File: config.mk
export PLATFORM = sky130hd
export DESIGN_NAME = ascii_can_command_line_parser
export DESIGN_NICKNAME = d
export VERILOG_FILES = /design/src/ascp_pkg.sv /design/src/ascp_ctrl.sv /design/src/ascp_datapath.sv /design/src/ascii_can_command_line_parser.sv
export SDC_FILE = /design/constraint.sdc
export NUM_CORES = 1
export LEC_CHECK = 0
export ABC_AREA = 0
export CORE_MARGIN = 1.5
export CORE_UTILIZATION = 40
export CTS_BUF_LIST = sky130_fd_sc_hd__clkbuf_8
export CTS_CLUSTER_DIAMETER = 80
export DETAILED_ROUTE_END_ITERATION = 12
export DONT_BUFFER_PORTS = 1
export PLACE_DENSITY_LB_ADDON = 0.25
export RECOVER_POWER = 50
export SLEW_MARGIN = 30
export SYNTH_ARGS = -nofsm -noshare
export SYNTH_HDL_FRONTEND = slang
export SYNTH_SLANG_ARGS = --single-unit
File: constraint.sdc
create_clock -name aclk -period 7.4 [get_ports aclk]
set_input_delay 1.48 -clock aclk [delete_from_list [all_inputs] [get_ports aclk]]
set_output_delay 1.48 -clock aclk [all_outputs]
set_load 0.01 [all_outputs]
File: src/ascp_pkg.sv
// shared types, constants and helper functions of the ascii can command parser
package ascp_pkg;

    localparam int LINE_CAPACITY_DEF = 32;
    localparam int SCAN_MAX = 25;

    localparam logic [7:0] EOL_RESET = 8'd13;
    localparam logic [7:0] ERR_RESET = 8'd7;
    localparam logic [3:0] BITRATE_RESET = 4'd6;

    localparam logic REG_END_LINE = 1'b0;
    localparam logic REG_ERROR = 1'b1;

    localparam logic [1:0] KIND_REPLY = 2'd0;
    localparam logic [1:0] KIND_FRAME = 2'd1;
    localparam logic [1:0] KIND_OPEN = 2'd2;
    localparam logic [1:0] KIND_CLOSE = 2'd3;

    localparam logic [2:0] MODE_ERR = 3'd0;
    localparam logic [2:0] MODE_CLOSE = 3'd1;
    localparam logic [2:0] MODE_OPEN = 3'd2;
    localparam logic [2:0] MODE_ACK = 3'd3;
    localparam logic [2:0] MODE_LETTER = 3'd4;
    localparam logic [2:0] MODE_STAT = 3'd5;
    localparam logic [2:0] MODE_FRAME = 3'd6;

    localparam logic [1:0] OPEN_NORMAL = 2'd0;
    localparam logic [1:0] OPEN_LISTEN = 2'd1;
    localparam logic [1:0] OPEN_LOOPBACK = 2'd2;

    localparam logic [7:0] CH_C = "C";
    localparam logic [7:0] CH_O = "O";
    localparam logic [7:0] CH_L = "L";
    localparam logic [7:0] CH_LL = "l";
    localparam logic [7:0] CH_S = "S";
    localparam logic [7:0] CH_F = "F";
    localparam logic [7:0] CH_V = "V";
    localparam logic [7:0] CH_VL = "v";
    localparam logic [7:0] CH_N = "N";
    localparam logic [7:0] CH_T = "T";
    localparam logic [7:0] CH_TL = "t";
    localparam logic [7:0] CH_R = "R";
    localparam logic [7:0] CH_RL = "r";
    localparam logic [7:0] CH_0 = "0";
    localparam logic [7:0] CH_8 = "8";

    typedef struct packed {
        logic       accept;
        logic       rd;
        logic       decide;
        logic       load;
        logic [1:0] idx;
    } ascp_cmd_t;

    typedef struct packed {
        logic is_eol;
        logic len_zero;
        logic full;
        logic scan_end;
        logic out_busy;
        logic res_last;
    } ascp_stat_t;

    function automatic logic [3:0] hex_value(input logic [7:0] c);
        logic [3:0] v;
        v = 4'd0;
        if (c >= "0" && c <= "9") v = c[3:0];
        else if ((c >= "a" && c <= "f") || (c >= "A" && c <= "F")) v = c[3:0] + 4'd9;
        return v;
    endfunction

    function automatic logic [7:0] hex_char(input logic [3:0] v);
        logic [7:0] c;
        if (v < 4'd10) c = 8'h30 + {4'd0, v};
        else c = 8'h37 + {4'd0, v};
        return c;
    endfunction

endpackage

File: src/ascp_ctrl.sv
// controller state machine: accept, line scan, decode and result sequencing
module ascp_ctrl (
    input  logic                  aclk,
    input  logic                  aresetn,
    input  logic                  s_tvalid,
    output logic                  s_tready,
    input  ascp_pkg::ascp_stat_t  stat,
    output ascp_pkg::ascp_cmd_t   cmd
);

    localparam logic [2:0] ST_IDLE = 3'd0;
    localparam logic [2:0] ST_SCAN = 3'd1;
    localparam logic [2:0] ST_DRAIN = 3'd2;
    localparam logic [2:0] ST_DECIDE = 3'd3;
    localparam logic [2:0] ST_EMIT = 3'd4;

    logic [2:0] state_reg, state_next;
    logic [1:0] idx_reg, idx_next;

    always_comb begin
        state_next = state_reg;
        idx_next = idx_reg;
        cmd = '0;
        cmd.idx = idx_reg;
        s_tready = (state_reg == ST_IDLE);
        case (state_reg)
            ST_IDLE: begin
                idx_next = 2'd0;
                if (s_tvalid) begin
                    cmd.accept = 1'b1;
                    if (stat.is_eol) begin
                        state_next = stat.len_zero ? ST_EMIT : ST_SCAN;
                    end else if (stat.full) begin
                        state_next = ST_EMIT;
                    end
                end
            end
            ST_SCAN: begin
                cmd.rd = 1'b1;
                if (stat.scan_end) state_next = ST_DRAIN;
            end
            ST_DRAIN: begin
                state_next = ST_DECIDE;
            end
            ST_DECIDE: begin
                cmd.decide = 1'b1;
                state_next = ST_EMIT;
            end
            ST_EMIT: begin
                if (!stat.out_busy) begin
                    cmd.load = 1'b1;
                    if (stat.res_last) state_next = ST_IDLE;
                    else idx_next = idx_reg + 2'd1;
                end
            end
            default: begin
                state_next = ST_IDLE;
            end
        endcase
    end

    always_ff @(posedge aclk) begin
        if (!aresetn) begin
            state_reg <= ST_IDLE;
            idx_reg <= 2'd0;
        end else begin
            state_reg <= state_next;
            idx_reg <= idx_next;
        end
    end

endmodule

File: src/ascp_datapath.sv
// datapath: line buffer, configuration, frame decode and output register
module ascp_datapath #(
    parameter int LINE_CAPACITY = ascp_pkg::LINE_CAPACITY_DEF
) (
    input  logic                 aclk,
    input  logic                 aresetn,
    input  logic [7:0]           rx_byte,
    input  logic                 sink_ok,
    input  logic [7:0]           controller_status,
    input  logic                 cfg_we,
    input  logic                 cfg_index,
    input  logic [7:0]           cfg_data,
    input  ascp_pkg::ascp_cmd_t  cmd,
    output ascp_pkg::ascp_stat_t stat,
    input  logic                 m_accept,
    output logic                 m_valid,
    output logic [1:0]           out_kind,
    output logic [7:0]           reply_byte,
    output logic [28:0]          frame_id,
    output logic                 frame_extended,
    output logic                 frame_remote,
    output logic [3:0]           frame_dlc,
    output logic [63:0]          frame_data,
    output logic [1:0]           open_mode,
    output logic [3:0]           open_bitrate,
    output logic                 last
);

    localparam int AW = $clog2(LINE_CAPACITY);
    localparam int LW = $clog2(LINE_CAPACITY + 1);
    localparam logic [LW-1:0] LEN_CAP = LW'(LINE_CAPACITY);

    logic [7:0]    mem [LINE_CAPACITY];
    logic [7:0]    eol_reg, err_reg;
    logic [3:0]    bitrate_reg;
    logic [LW-1:0] len_reg;
    logic [LW-1:0] len_inc, len_m1;
    logic          ok_reg;
    logic [7:0]    status_reg;
    logic [AW-1:0] pos_reg, scan_last;
    logic [7:0]    data_reg;
    logic [4:0]    dpos_reg;
    logic          dvalid_reg;
    logic [7:0]    cmd_char_reg, sdig_reg;
    logic [28:0]   id_reg;
    logic [3:0]    dlc_reg;
    logic [63:0]   fdata_reg;
    logic [2:0]    mode_reg, mode_next;
    logic          m_valid_reg;

    logic [3:0]    nib;
    logic          ext, rem, frame_ok, s_ok;
    logic [4:0]    head, jpos;
    logic [6:0]    len7, head7, need7;
    logic [63:0]   keep;
    logic [1:0]    cnt_m1;

    logic [1:0]    kind_r;
    logic [7:0]    reply_r;
    logic [1:0]    omode_r;
    logic          last_r;

    assign len_inc = len_reg + LW'(1);
    assign len_m1 = len_reg - LW'(1);
    assign scan_last = (len_m1 > LW'(ascp_pkg::SCAN_MAX)) ? AW'(ascp_pkg::SCAN_MAX)
                                                          : len_m1[AW-1:0];

    assign stat.is_eol = (rx_byte == eol_reg);
    assign stat.len_zero = (len_reg == '0);
    assign stat.full = (len_inc == LEN_CAP);
    assign stat.scan_end = (pos_reg == scan_last);
    assign stat.out_busy = m_valid_reg;
    assign stat.res_last = (cmd.idx == cnt_m1);

    // character decode
    assign nib = ascp_pkg::hex_value(data_reg);
    assign ext = (cmd_char_reg == ascp_pkg::CH_T) || (cmd_char_reg == ascp_pkg::CH_R);
    assign rem = (cmd_char_reg == ascp_pkg::CH_RL) || (cmd_char_reg == ascp_pkg::CH_R);
    assign head = ext ? 5'd10 : 5'd5;
    assign jpos = dpos_reg - head;

    // line checks
    assign len7 = 7'(len_reg);
    assign head7 = {2'd0, head};
    assign need7 = head7 + {2'd0, dlc_reg, 1'b0};
    assign frame_ok = (len7 >= head7) && (dlc_reg <= 4'd8) && (rem || (len7 >= need7));
    assign s_ok = (len7 >= 7'd2) && (sdig_reg >= ascp_pkg::CH_0) && (sdig_reg <= ascp_pkg::CH_8);
    assign keep = ~(64'hFFFF_FFFF_FFFF_FFFF >> {dlc_reg, 3'b000});

    always_comb begin
        case (cmd_char_reg)
            ascp_pkg::CH_C: mode_next = ok_reg ? ascp_pkg::MODE_CLOSE : ascp_pkg::MODE_ERR;
            ascp_pkg::CH_O, ascp_pkg::CH_L, ascp_pkg::CH_LL:
                mode_next = ok_reg ? ascp_pkg::MODE_OPEN : ascp_pkg::MODE_ERR;
            ascp_pkg::CH_S: mode_next = s_ok ? ascp_pkg::MODE_ACK : ascp_pkg::MODE_ERR;
            ascp_pkg::CH_V, ascp_pkg::CH_VL, ascp_pkg::CH_N: mode_next = ascp_pkg::MODE_LETTER;
            ascp_pkg::CH_F: mode_next = ascp_pkg::MODE_STAT;
            ascp_pkg::CH_T, ascp_pkg::CH_TL, ascp_pkg::CH_R, ascp_pkg::CH_RL:
                mode_next = (ok_reg && frame_ok) ? ascp_pkg::MODE_FRAME : ascp_pkg::MODE_ERR;
            default: mode_next = ascp_pkg::MODE_ERR;
        endcase
    end

    always_comb begin
        case (cmd_char_reg)
            ascp_pkg::CH_L: omode_r = ascp_pkg::OPEN_LISTEN;
            ascp_pkg::CH_LL: omode_r = ascp_pkg::OPEN_LOOPBACK;
            default: omode_r = ascp_pkg::OPEN_NORMAL;
        endcase
    end

    // result selection by index
    always_comb begin
        kind_r = ascp_pkg::KIND_REPLY;
        reply_r = eol_reg;
        cnt_m1 = 2'd1;
        case (mode_reg)
            ascp_pkg::MODE_ERR: begin
                reply_r = err_reg;
                cnt_m1 = 2'd0;
            end
            ascp_pkg::MODE_CLOSE: begin
                if (cmd.idx == 2'd0) begin
                    kind_r = ascp_pkg::KIND_CLOSE;
                    reply_r = 8'd0;
                end
            end
            ascp_pkg::MODE_OPEN: begin
                if (cmd.idx == 2'd0) begin
                    kind_r = ascp_pkg::KIND_OPEN;
                    reply_r = 8'd0;
                end
            end
            ascp_pkg::MODE_ACK: begin
                cnt_m1 = 2'd0;
            end
            ascp_pkg::MODE_LETTER: begin
                if (cmd.idx == 2'd0) reply_r = cmd_char_reg;
            end
            ascp_pkg::MODE_STAT: begin
                cnt_m1 = 2'd3;
                case (cmd.idx)
                    2'd0: reply_r = ascp_pkg::CH_F;
                    2'd1: reply_r = ascp_pkg::hex_char(status_reg[7:4]);
                    2'd2: reply_r = ascp_pkg::hex_char(status_reg[3:0]);
                    default: reply_r = eol_reg;
                endcase
            end
            ascp_pkg::MODE_FRAME: begin
                kind_r = ascp_pkg::KIND_FRAME;
                reply_r = 8'd0;
                cnt_m1 = 2'd0;
            end
            default: begin
                reply_r = err_reg;
                cnt_m1 = 2'd0;
            end
        endcase
        last_r = (cmd.idx == cnt_m1);
    end

    always_ff @(posedge aclk) begin
        if (cmd.accept && !stat.is_eol) mem[len_reg[AW-1:0]] <= rx_byte;
        if (cmd.rd) data_reg <= mem[pos_reg];
    end

    always_ff @(posedge aclk) begin
        if (!aresetn) begin
            eol_reg <= ascp_pkg::EOL_RESET;
            err_reg <= ascp_pkg::ERR_RESET;
            bitrate_reg <= ascp_pkg::BITRATE_RESET;
            len_reg <= '0;
            dvalid_reg <= 1'b0;
            m_valid_reg <= 1'b0;
        end else begin
            if (cfg_we) begin
                case (cfg_index)
                    ascp_pkg::REG_END_LINE: eol_reg <= cfg_data;
                    ascp_pkg::REG_ERROR: err_reg <= cfg_data;
                    default: eol_reg <= eol_reg;
                endcase
            end
            if (cmd.accept && !stat.is_eol) len_reg <= stat.full ? '0 : len_inc;
            if (cmd.decide) begin
                len_reg <= '0;
                if (cmd_char_reg == ascp_pkg::CH_S && s_ok) bitrate_reg <= sdig_reg[3:0];
            end
            dvalid_reg <= cmd.rd;
            if (cmd.load) m_valid_reg <= 1'b1;
            else if (m_accept) m_valid_reg <= 1'b0;
        end
    end

    always_ff @(posedge aclk) begin
        if (cmd.accept) begin
            ok_reg <= sink_ok;
            status_reg <= controller_status;
            pos_reg <= '0;
            if (!stat.is_eol ? stat.full : stat.len_zero) mode_reg <= ascp_pkg::MODE_ERR;
        end
        if (cmd.rd) begin
            pos_reg <= pos_reg + AW'(1);
            dpos_reg <= 5'(pos_reg);
        end
        if (dvalid_reg) begin
            if (dpos_reg == 5'd0) begin
                cmd_char_reg <= data_reg;
                fdata_reg <= '0;
            end else if (dpos_reg == 5'd1) begin
                sdig_reg <= data_reg;
                id_reg <= ext ? {28'd0, nib[0]} : {26'd0, nib[2:0]};
            end else if (dpos_reg < head - 5'd1) begin
                id_reg <= {id_reg[24:0], nib};
            end else if (dpos_reg == head - 5'd1) begin
                dlc_reg <= nib;
            end else if (jpos < 5'd16) begin
                fdata_reg[{~jpos[3:0], 2'b00} +: 4] <= nib;
            end
        end
        if (cmd.decide) begin
            mode_reg <= mode_next;
            fdata_reg <= rem ? 64'd0 : (fdata_reg & keep);
        end
        if (cmd.load) begin
            out_kind <= kind_r;
            reply_byte <= reply_r;
            last <= last_r;
            frame_id <= (kind_r == ascp_pkg::KIND_FRAME) ? id_reg : 29'd0;
            frame_extended <= (kind_r == ascp_pkg::KIND_FRAME) && ext;
            frame_remote <= (kind_r == ascp_pkg::KIND_FRAME) && rem;
            frame_dlc <= (kind_r == ascp_pkg::KIND_FRAME) ? dlc_reg : 4'd0;
            frame_data <= (kind_r == ascp_pkg::KIND_FRAME) ? fdata_reg : 64'd0;
            open_mode <= (kind_r == ascp_pkg::KIND_OPEN) ? omode_r : 2'd0;
            open_bitrate <= (kind_r == ascp_pkg::KIND_OPEN) ? bitrate_reg : 4'd0;
        end
    end

    assign m_valid = m_valid_reg;

endmodule

File: src/ascii_can_command_line_parser.sv
// top level of the ascii can adapter command line parser
//
// Host characters enter on the s_ stream, one per transfer, together with the
// current sink_ok flag and controller status byte. Results leave on the m_
// stream: m_tuser carries the result kind (reply byte, frame, open, close) and
// m_tlast marks the final result caused by one input character.
// A character other than end of line is stored in the line buffer; it causes
// no result and the input is ready again at once unless the buffer fills, in
// which case the error byte follows. An end of line on an empty line gives
// the error byte; otherwise it reads the buffered line one character per cycle
// through the buffer's single read port, up to 26 characters, then passes the
// drain and decide states, and the first result is loaded into the output
// register in the emit state once that register is free. A further result
// is loaded in the cycle after the previous one is taken; a line gives at
// most four results, and the input stays busy until the last one is loaded.
// When the receiver stalls, the output register holds its result and the block
// waits; the last result of a line may sit there while the next character is
// accepted. Reset clears the line, restores bitrate index 6, end of line 13 and
// error byte 7, and drops m_tvalid; config writes take effect on the next edge.
module ascii_can_command_line_parser #(
    parameter int LINE_CAPACITY = ascp_pkg::LINE_CAPACITY_DEF
) (
    input  logic         aclk,
    input  logic         aresetn,
    input  logic         s_tvalid,
    output logic         s_tready,
    input  logic [23:0]  s_tdata,   // rx_byte, sink_ok, controller_status
    output logic         m_tvalid,
    input  logic         m_tready,
    output logic [119:0] m_tdata,   // reply_byte, frame_id, frame_extended, frame_remote,
                                    // frame_dlc, frame_data, open_mode, open_bitrate
    output logic [1:0]   m_tuser,   // out_kind
    output logic         m_tlast,
    input  logic         cfg_we,
    input  logic         cfg_index,
    input  logic [7:0]   cfg_data
);

    ascp_pkg::ascp_cmd_t  cmd;
    ascp_pkg::ascp_stat_t stat;

    logic [7:0]  reply_byte;
    logic [28:0] frame_id;
    logic        frame_extended, frame_remote;
    logic [3:0]  frame_dlc;
    logic [63:0] frame_data;
    logic [1:0]  open_mode;
    logic [3:0]  open_bitrate;

    ascp_ctrl u_ctrl (
        .aclk     (aclk),
        .aresetn  (aresetn),
        .s_tvalid (s_tvalid),
        .s_tready (s_tready),
        .stat     (stat),
        .cmd      (cmd)
    );

    ascp_datapath #(
        .LINE_CAPACITY (LINE_CAPACITY)
    ) u_datapath (
        .aclk              (aclk),
        .aresetn           (aresetn),
        .rx_byte           (s_tdata[7:0]),
        .sink_ok           (s_tdata[8]),
        .controller_status (s_tdata[16:9]),
        .cfg_we            (cfg_we),
        .cfg_index         (cfg_index),
        .cfg_data          (cfg_data),
        .cmd               (cmd),
        .stat              (stat),
        .m_accept          (m_tvalid && m_tready),
        .m_valid           (m_tvalid),
        .out_kind          (m_tuser),
        .reply_byte        (reply_byte),
        .frame_id          (frame_id),
        .frame_extended    (frame_extended),
        .frame_remote      (frame_remote),
        .frame_dlc         (frame_dlc),
        .frame_data        (frame_data),
        .open_mode         (open_mode),
        .open_bitrate      (open_bitrate),
        .last              (m_tlast)
    );

    assign m_tdata = {7'd0, open_bitrate, open_mode, frame_data, frame_dlc,
                      frame_remote, frame_extended, frame_id, reply_byte};

    a_frame_is_last: assert property (@(posedge aclk) disable iff (!aresetn)
        (m_tvalid && m_tuser == ascp_pkg::KIND_FRAME) |-> m_tlast)
        else $error("frame transfer not marked last");

    a_open_close_not_last: assert property (@(posedge aclk) disable iff (!aresetn)
        (m_tvalid && (m_tuser == ascp_pkg::KIND_OPEN || m_tuser == ascp_pkg::KIND_CLOSE))
        |-> !m_tlast)
        else $error("open or close transfer marked last");

    a_frame_dlc_range: assert property (@(posedge aclk) disable iff (!aresetn)
        (m_tvalid && m_tuser == ascp_pkg::KIND_FRAME) |-> (frame_dlc <= 4'd8))
        else $error("frame length above eight");

endmodule
* Word-level counts from Yosys, hierarchy flattened
Memory sizes are Yosys's and may differ from the RTL's. A register that Yosys moved wholly into a read port is not among the register bits.
Cells that the tools add are included.
** Word-level totals
- Flip-flop bits (word level) :: 284
- Memory bits (writable) :: 256
- Input port bits :: 38
- Output and inout bits :: 125
- Word-level logic and storage cells :: 219
- Memories :: 1
** Cells by class
- Add/subtract/negate cells :: 13
- Magnitude comparators :: 17
- Equal/unequal tests :: 42
- Shift operators :: 3
- Multiplexer cells :: 60
- Bitwise gates (word level) :: 8
- Reductions and logical operators :: 47
** Memory list
- u_datapath.mem :: depth 32, bits a word 8, rd ports 1, clocked after Yosys merged registers in 1, write ports 1, line ascp_datapath.sv:33 : logic [7:0] mem [LINE_CAPACITY];
** Operators with widths (number)
- 64-bit 2-to-1 mux :: 8
- 8-bit by 7-bit == test with 1-bit output, second input constant :: 13
- 64-bit bitwise AND :: 1
- 64-bit bitwise mux :: 1
- 64-bit NOT :: 1
- 4-bit by 8-bit variable shift with 64-bit output, first input constant :: 1
- 4-bit by 8-bit indexed part select with 64-bit output :: 1
- 64-bit by 7-bit >> shifter with 64-bit output, first input constant :: 1
- 29-bit 2-to-1 mux :: 2
- 8-bit case mux with 5 select lines :: 1
- 3-bit 2-to-1 mux :: 12
- 8-bit 2-to-1 mux :: 4
- 6-bit by 4-bit adder with 7-bit output, first input constant :: 4
- 8-bit case mux with 3 select lines :: 1
- 3-bit case mux with 6 select lines :: 1
- 8-bit by 6-bit greater-or-equal comparator with 1-bit output, second input constant :: 2
- 8-bit by 7-bit greater-or-equal comparator with 1-bit output, second input constant :: 2
- 8-bit by 6-bit <= comparator with 1-bit output, second input constant :: 2
- 8-bit by 7-bit <= comparator with 1-bit output, second input constant :: 2
- 5-bit 2-to-1 mux :: 3
- 3-bit case mux with 5 select lines :: 1
- 5-bit AND reduction :: 3
- 2-bit nonzero test :: 7
- 1-bit logical AND :: 13
- 51 further kinds :: 103

* Logic depth before layout (Yosys ltp)
- Depth in word-level cells :: 15
- Mapped depth :: 14
- Mapped depth without buffers :: 13

* By module
From an unflattened synthesis, not the netlist that was laid out.
** Second synthesis, totals
- Cells, all modules :: 1554
- Area, all modules :: 23483.8 sq um
** Modules (own cells, without submodules)
- ascp_datapath :: times used 1, cells each 1505, area an instance 23075.9 sq um, sequential area each 16025.4 sq um
- ascp_ctrl :: times used 1, cells each 38, area an instance 330.3 sq um, sequential area each 100.1 sq um
- ascii_can_command_line_parser :: times used 1, cells each 11, area an instance 77.6 sq um, sequential area each 0.0 sq um

* Least setup slack after synthesis
No wires, ideal clock.
- Path kind :: register to register
- From :: register u_ctrl.state_reg[0]
- To :: register u_datapath.frame_data[0], enable pin
- Library setup time :: 594 ps
- Data arrival time :: 5601 ps
- Data required time :: 6806 ps
- Path slack :: 1205 ps
- Cell stages (with the launch flop) :: 5
- Buffers on the path :: 1
- Clock period less this slack :: 6195 ps
- Cell sequence :: dfxtp_1 -> clkbuf_1 -> nor2_1 -> nand2_1 -> nor2_1
** RTL lines
- from (decl) :: line ascp_ctrl.sv:17 : logic [2:0] state_reg, state_next;
- from (signal assigned) :: line ascp_ctrl.sv:67 : state_reg <= state_next;
- to (signal assigned) :: line ascp_datapath.sv:232 : frame_data <= (kind_r == ascp_pkg::KIND_FRAME) ? fdata_reg : 64'd0;
- to (decl) :: line ascp_datapath.sv:23 : output logic [63:0] frame_data,

* Worst setup path in the final report
- From :: register u_datapath.cmd_char_reg[3]
- To :: register u_datapath.fdata_reg[24], enable pin
** On the way
- Cells in the longest elaborated chain, start to end :: 7
- Elaborated cells between the ends (all ways) :: 13
- Classes of those cells :: add/sub: 2; order compare: 2; eq/ne: 5; mux: 1; reduce/logical: 3
** Ends and longest elaborated chain
- from (decl) :: line ascp_datapath.sv:44 : logic [7:0] cmd_char_reg, sdig_reg;
- from (signal assigned) :: line ascp_datapath.sv:207 : cmd_char_reg <= data_reg;
- 8-bit by 7-bit == test with 1-bit output :: line ascp_datapath.sv:77 : assign ext = (cmd_char_reg == ascp_pkg::CH_T) || (cmd_char_reg == ascp_pkg::CH_R);
- 1-bit logical OR (*) :: line ascp_datapath.sv:77
- 4-bit 2-to-1 mux (*) :: line ascp_datapath.sv:79 : assign head = ext ? 5'd10 : 5'd5;
- 5-bit by 1-bit subtractor with 5-bit output or 5-bit subtractor (tied branches) :: line ascp_datapath.sv:212, ascp_datapath.sv:214, ascp_datapath.sv:80
- 5-bit < comparator (tied with other cells) :: line ascp_datapath.sv:212 : end else if (dpos_reg < head - 5'd1) begin
- 3-bit by 2-bit != test with 1-bit output (no source line) or 3-bit nonzero test (tied branches)
- 5-bit AND reduction (no source line) (*)
- to (signal, indexed assignment) :: line ascp_datapath.sv:217 : fdata_reg[{~jpos[3:0], 2'b00} +: 4] <= nib;
- to (signal assigned) :: line ascp_datapath.sv:222 : fdata_reg <= rem ? 64'd0 : (fdata_reg & keep);
- to (decl) :: line ascp_datapath.sv:47 : logic [63:0] fdata_reg;
Mark *: on every way between the ends. The rest lies on a longest branch, timed or not.
A chain may end at the register's enable or synchronous reset.

==> Implementation_results.wiki <==
{| class="wikitable"
! Metric !! Value
|-
| Sequential share of the synthesized area || 0.690
|-
| Number of warnings issued by yosys || 0
|-
| Sink count of the clock tree || 548
|-
| Kind of cell adding the most delay to the critical path || simple AND/OR/NAND/NOR gates
|-
| Cell count after synthesis || 1552
|-
| Result of the run || complete, but fails checks
|-
| Final routed DRC violation total || 0
|-
| RSZ-0062 raised after global routing || false
|-
| Number of global-route vias before repair || 12900
|-
| Placeable core area || 0.0577 mm²
|-
| Class of the worst hold path || reg -> reg
|-
| Mapped Avg Cell Area || 15.0 µm²
|-
| Number of buffers inserted by port buffering || 0
|-
| Transition time at the pin with the least slew margin || 3070 ps
|-
| Cell with the largest stage delay on the worst path || nor4_1
|-
| Predominant post-synthesis flop cell || edfxtp_1
|-
| Number of flip-flops in the largest register || 256
|-
| Biggest cell delay along the critical path || 780 ps
|-
| Clock tree from TritonCTS || yes
|-
| Violations in the final reports || capacitance limit, slew limit
|-
| Routed vias || 12900
|-
| Maximum clock skew at final layout || 37.2 ps
|-
| Power density relative to cell area || 233 mW/mm²
|-
| Synth unique cells || 78
|-
| Total power draw || 5.99 mW
|-
| Library cell occupying the most area in the post-synthesis netlist || edfxtp_1
|-
| Leakage || 8.46 nW
|-
| HPWL after detailed placement || 32500 µm
|-
| Final Instance Area || 0.0257 mm²
|-
| Overall Global Routing Usage || 0.169
|-
| Buffers inserted during post-CTS setup optimization || 0
|-
| Fin crit share || 0.651
|-
| Max-Slew Margin vs Limit || -1.04
|-
| Maximum number of pins on one net before global-route repair || 97
|-
| Count of maximum capacitance violations || 3
|-
| Post-Syn Area || 0.0234 mm²
|-
| Length of the first detailed-routing pass in iterations || 6
|-
| Async set or reset register ratio after synthesis || 0
|-
| Number of placement rows || 88
|-
| Number of buffer and inverter stages on the critical path || 3
|-
| Total global routing overflow || 0
|-
| Drt initial violations || 931
|-
| Overall die width || 245 µm
|-
| Hold buffer count at CTS || 0
|-
| Final-layout setup total negative slack || 0 ps
|-
| Wire length of the first global-routing pass || 77800 µm
|-
| Clk slew on worst S/H paths || 60 ps
|-
| Main area contributors after synthesis || edfxtp_1 66%, mux4_2 7.7%, and2_1 3.6%, dfxtp_1 2.8%, nand2_1 2.2%
|-
| Crit path kind || reg -> reg
|-
| Cell area after placement || 0.0241 mm²
|-
| Total length of routed wires || 50300 µm
|-
| Share of post-route cells with drive strength above 1 || 0.139
|-
| Final setup violation count || 0
|-
| Num CTS Buffers || 89
|-
| Post-cts gate resize count || 0
|-
| Launching element type of the critical path || register
|-
| Final-report hold violation count || 0
|-
| Initial cell density of the core || 0.405
|-
| Overall die area || 0.0598 mm²
|-
| Ports || 163
|-
| Worst IR drop on VDD || 0.106 mV
|-
| Post-synth EDFFs || 515
|-
| Count of H-tree levels built during CTS || 3
|-
| Number of filler cells placed in the layout || 5163
|-
| Routability congestion estimate from global placement || 0.874
|-
| Minimum clock period || 4820 ps
|-
| F_max || 0.207 GHz
|-
| Number of antenna repair diodes || 0
|-
| Area added between synthesis and finish || 10.2%
|-
| Maximum fanout count along the critical path || 11
|-
| Worst Path Arrival || 5140 ps
|-
| Worst-case hold slack || 445 ps
|-
| Average via count per standard cell || 5.36
|-
| Antenna Violating Nets Remaining || 0
|-
| Worst-path cell chain || nor3b_1 > nand4b_1 > or2_0 > inv_1 > fa_1 > inv_1 > ha_1 > inv_1 > xnor2_1 > nor4_1 > a21oi_1 > nor2_1
|-
| Net count of the finished layout || 1655
|-
| Fraction of post-synthesis cell area in the top cell type by area || 0.662
|-
| Final Max Slew Viols || 160
|-
| Clk_lat worst skew || 670 ps
|-
| Cell type with the highest occurrence count on the critical path || inv_1
|-
| Setup crit end kind || register
|-
| Maximum clock path buffer count || 3
|-
| Root cell of the clock tree || clkbuf_8
|-
| Number of synthesized register bits || 548
|-
| Drt wl/cell || 20.8 µm
|-
| Data required, critical path || 7720 ps
|-
| Die height || 245 µm
|-
| Antenna violations before repair || 0
|}
worst paths after layout:
path	from	endpoint	slack (ps)	depth (start not counted)
max	u_datapath.cmd_char_reg[3]	u_datapath.fdata_reg[24]	2580	12
min	u_datapath.pos_reg[0]	u_datapath.dpos_reg[0]	440	0
max reg2reg	u_datapath.cmd_char_reg[3]	u_datapath.fdata_reg[24]	2580	12
min reg2reg	u_datapath.pos_reg[0]	u_datapath.dpos_reg[0]	440	0
cell usage in the layout (no fill, tap or decap), drive strengths merged, types with 9 or more instances in the layout:
cell type,n
nand2,138
o2bb2ai,15
mux2,10
inv,70
nor2b,15
ha,34
a21oi,44
xor2,14
buf,10
nor3,20
o21ai,71
nor2,88
clkbuf,104
nand4,10
mux4,80
a21boi,11
edfxtp,515
nand2b,9
dfxtp,33
xnor2,9
and2,135
clkinv,27
nand3,33
cells by family after synthesis:
family                   Yosys count  synth area share
AO/OA/AOI/OAI                    227            0.0649
buffers and inverters            124            0.0222
multiplexers                      98            0.0854
XOR/XNOR                          23           0.00863
other                              1          0.000161
adder cells (fa/ha/maj)           36            0.0199
AND/OR/NAND/NOR                  495             0.108
flip-flops                       548             0.690
through the flow:
stage | utilization | worst slack (ps) | cells
detailed placement | 0.418 | 2780 | 2254
CTS | 0.447 | 2750 | 2413
floorplan | - | 1210 | 1558
finish | 0.446 | 2580 | 2414
global placement | 0.418 | 2880 | 2253
global route | 0.446 | 2230 | 2414
layout make-up:
class                   instances  area, µm²  area share
flip-flops and latches        548      16100       0.626
multi-input cells             886       6760       0.262
inverters                      39        146     0.00569
repair buffers                 17        116     0.00452
well taps                     765        957      0.0372
clock buffers                  97       1340      0.0518
clock inverters                62        312      0.0121
layer usage:
layer	up-vias	track usage	wire length, µm
met4	0	0.0548	833
met2	396	0.277	24400
met5	-	0	0
met1	6511	0.225	22000
li1	5960	-	-
met3	69	0.0353	3000
power breakdown:
group | switching, mW | total [mW] | leakage, nW | internal [mW]
sequential | 0.0167 | 3.40 | 5.02 | 3.39
clock | 1.17 | 2.45 | 0.958 | 1.27
combinational | 0.0785 | 0.143 | 2.49 | 0.0642
synth_stat cells (all sizes together) (6+ instances only):
| cell type | n |
|---|---|
| edfxtp | 515 |
| nand2 | 138 |
| and2 | 135 |
| nor2 | 88 |
| mux4 | 80 |
| o21ai | 71 |
| clkbuf | 62 |
| a21oi | 44 |
| inv | 39 |
| ha | 34 |
| dfxtp | 33 |
| nand3 | 33 |
| buf | 23 |
| nor3 | 20 |
| nor2b | 15 |
| o2bb2ai | 15 |
| xor2 | 14 |
| a21boi | 11 |
| mux2 | 10 |
| nand4 | 10 |
| nand2b | 9 |
| xnor2 | 9 |
| a211oi | 8 |
| mux2i | 8 |
| o21a | 8 |
| nor4 | 7 |
| a21o | 6 |
| a22o | 6 |
| o211ai | 6 |
| o31ai | 6 |
| or2 | 6 |
(Power assumes the default switching activity.)
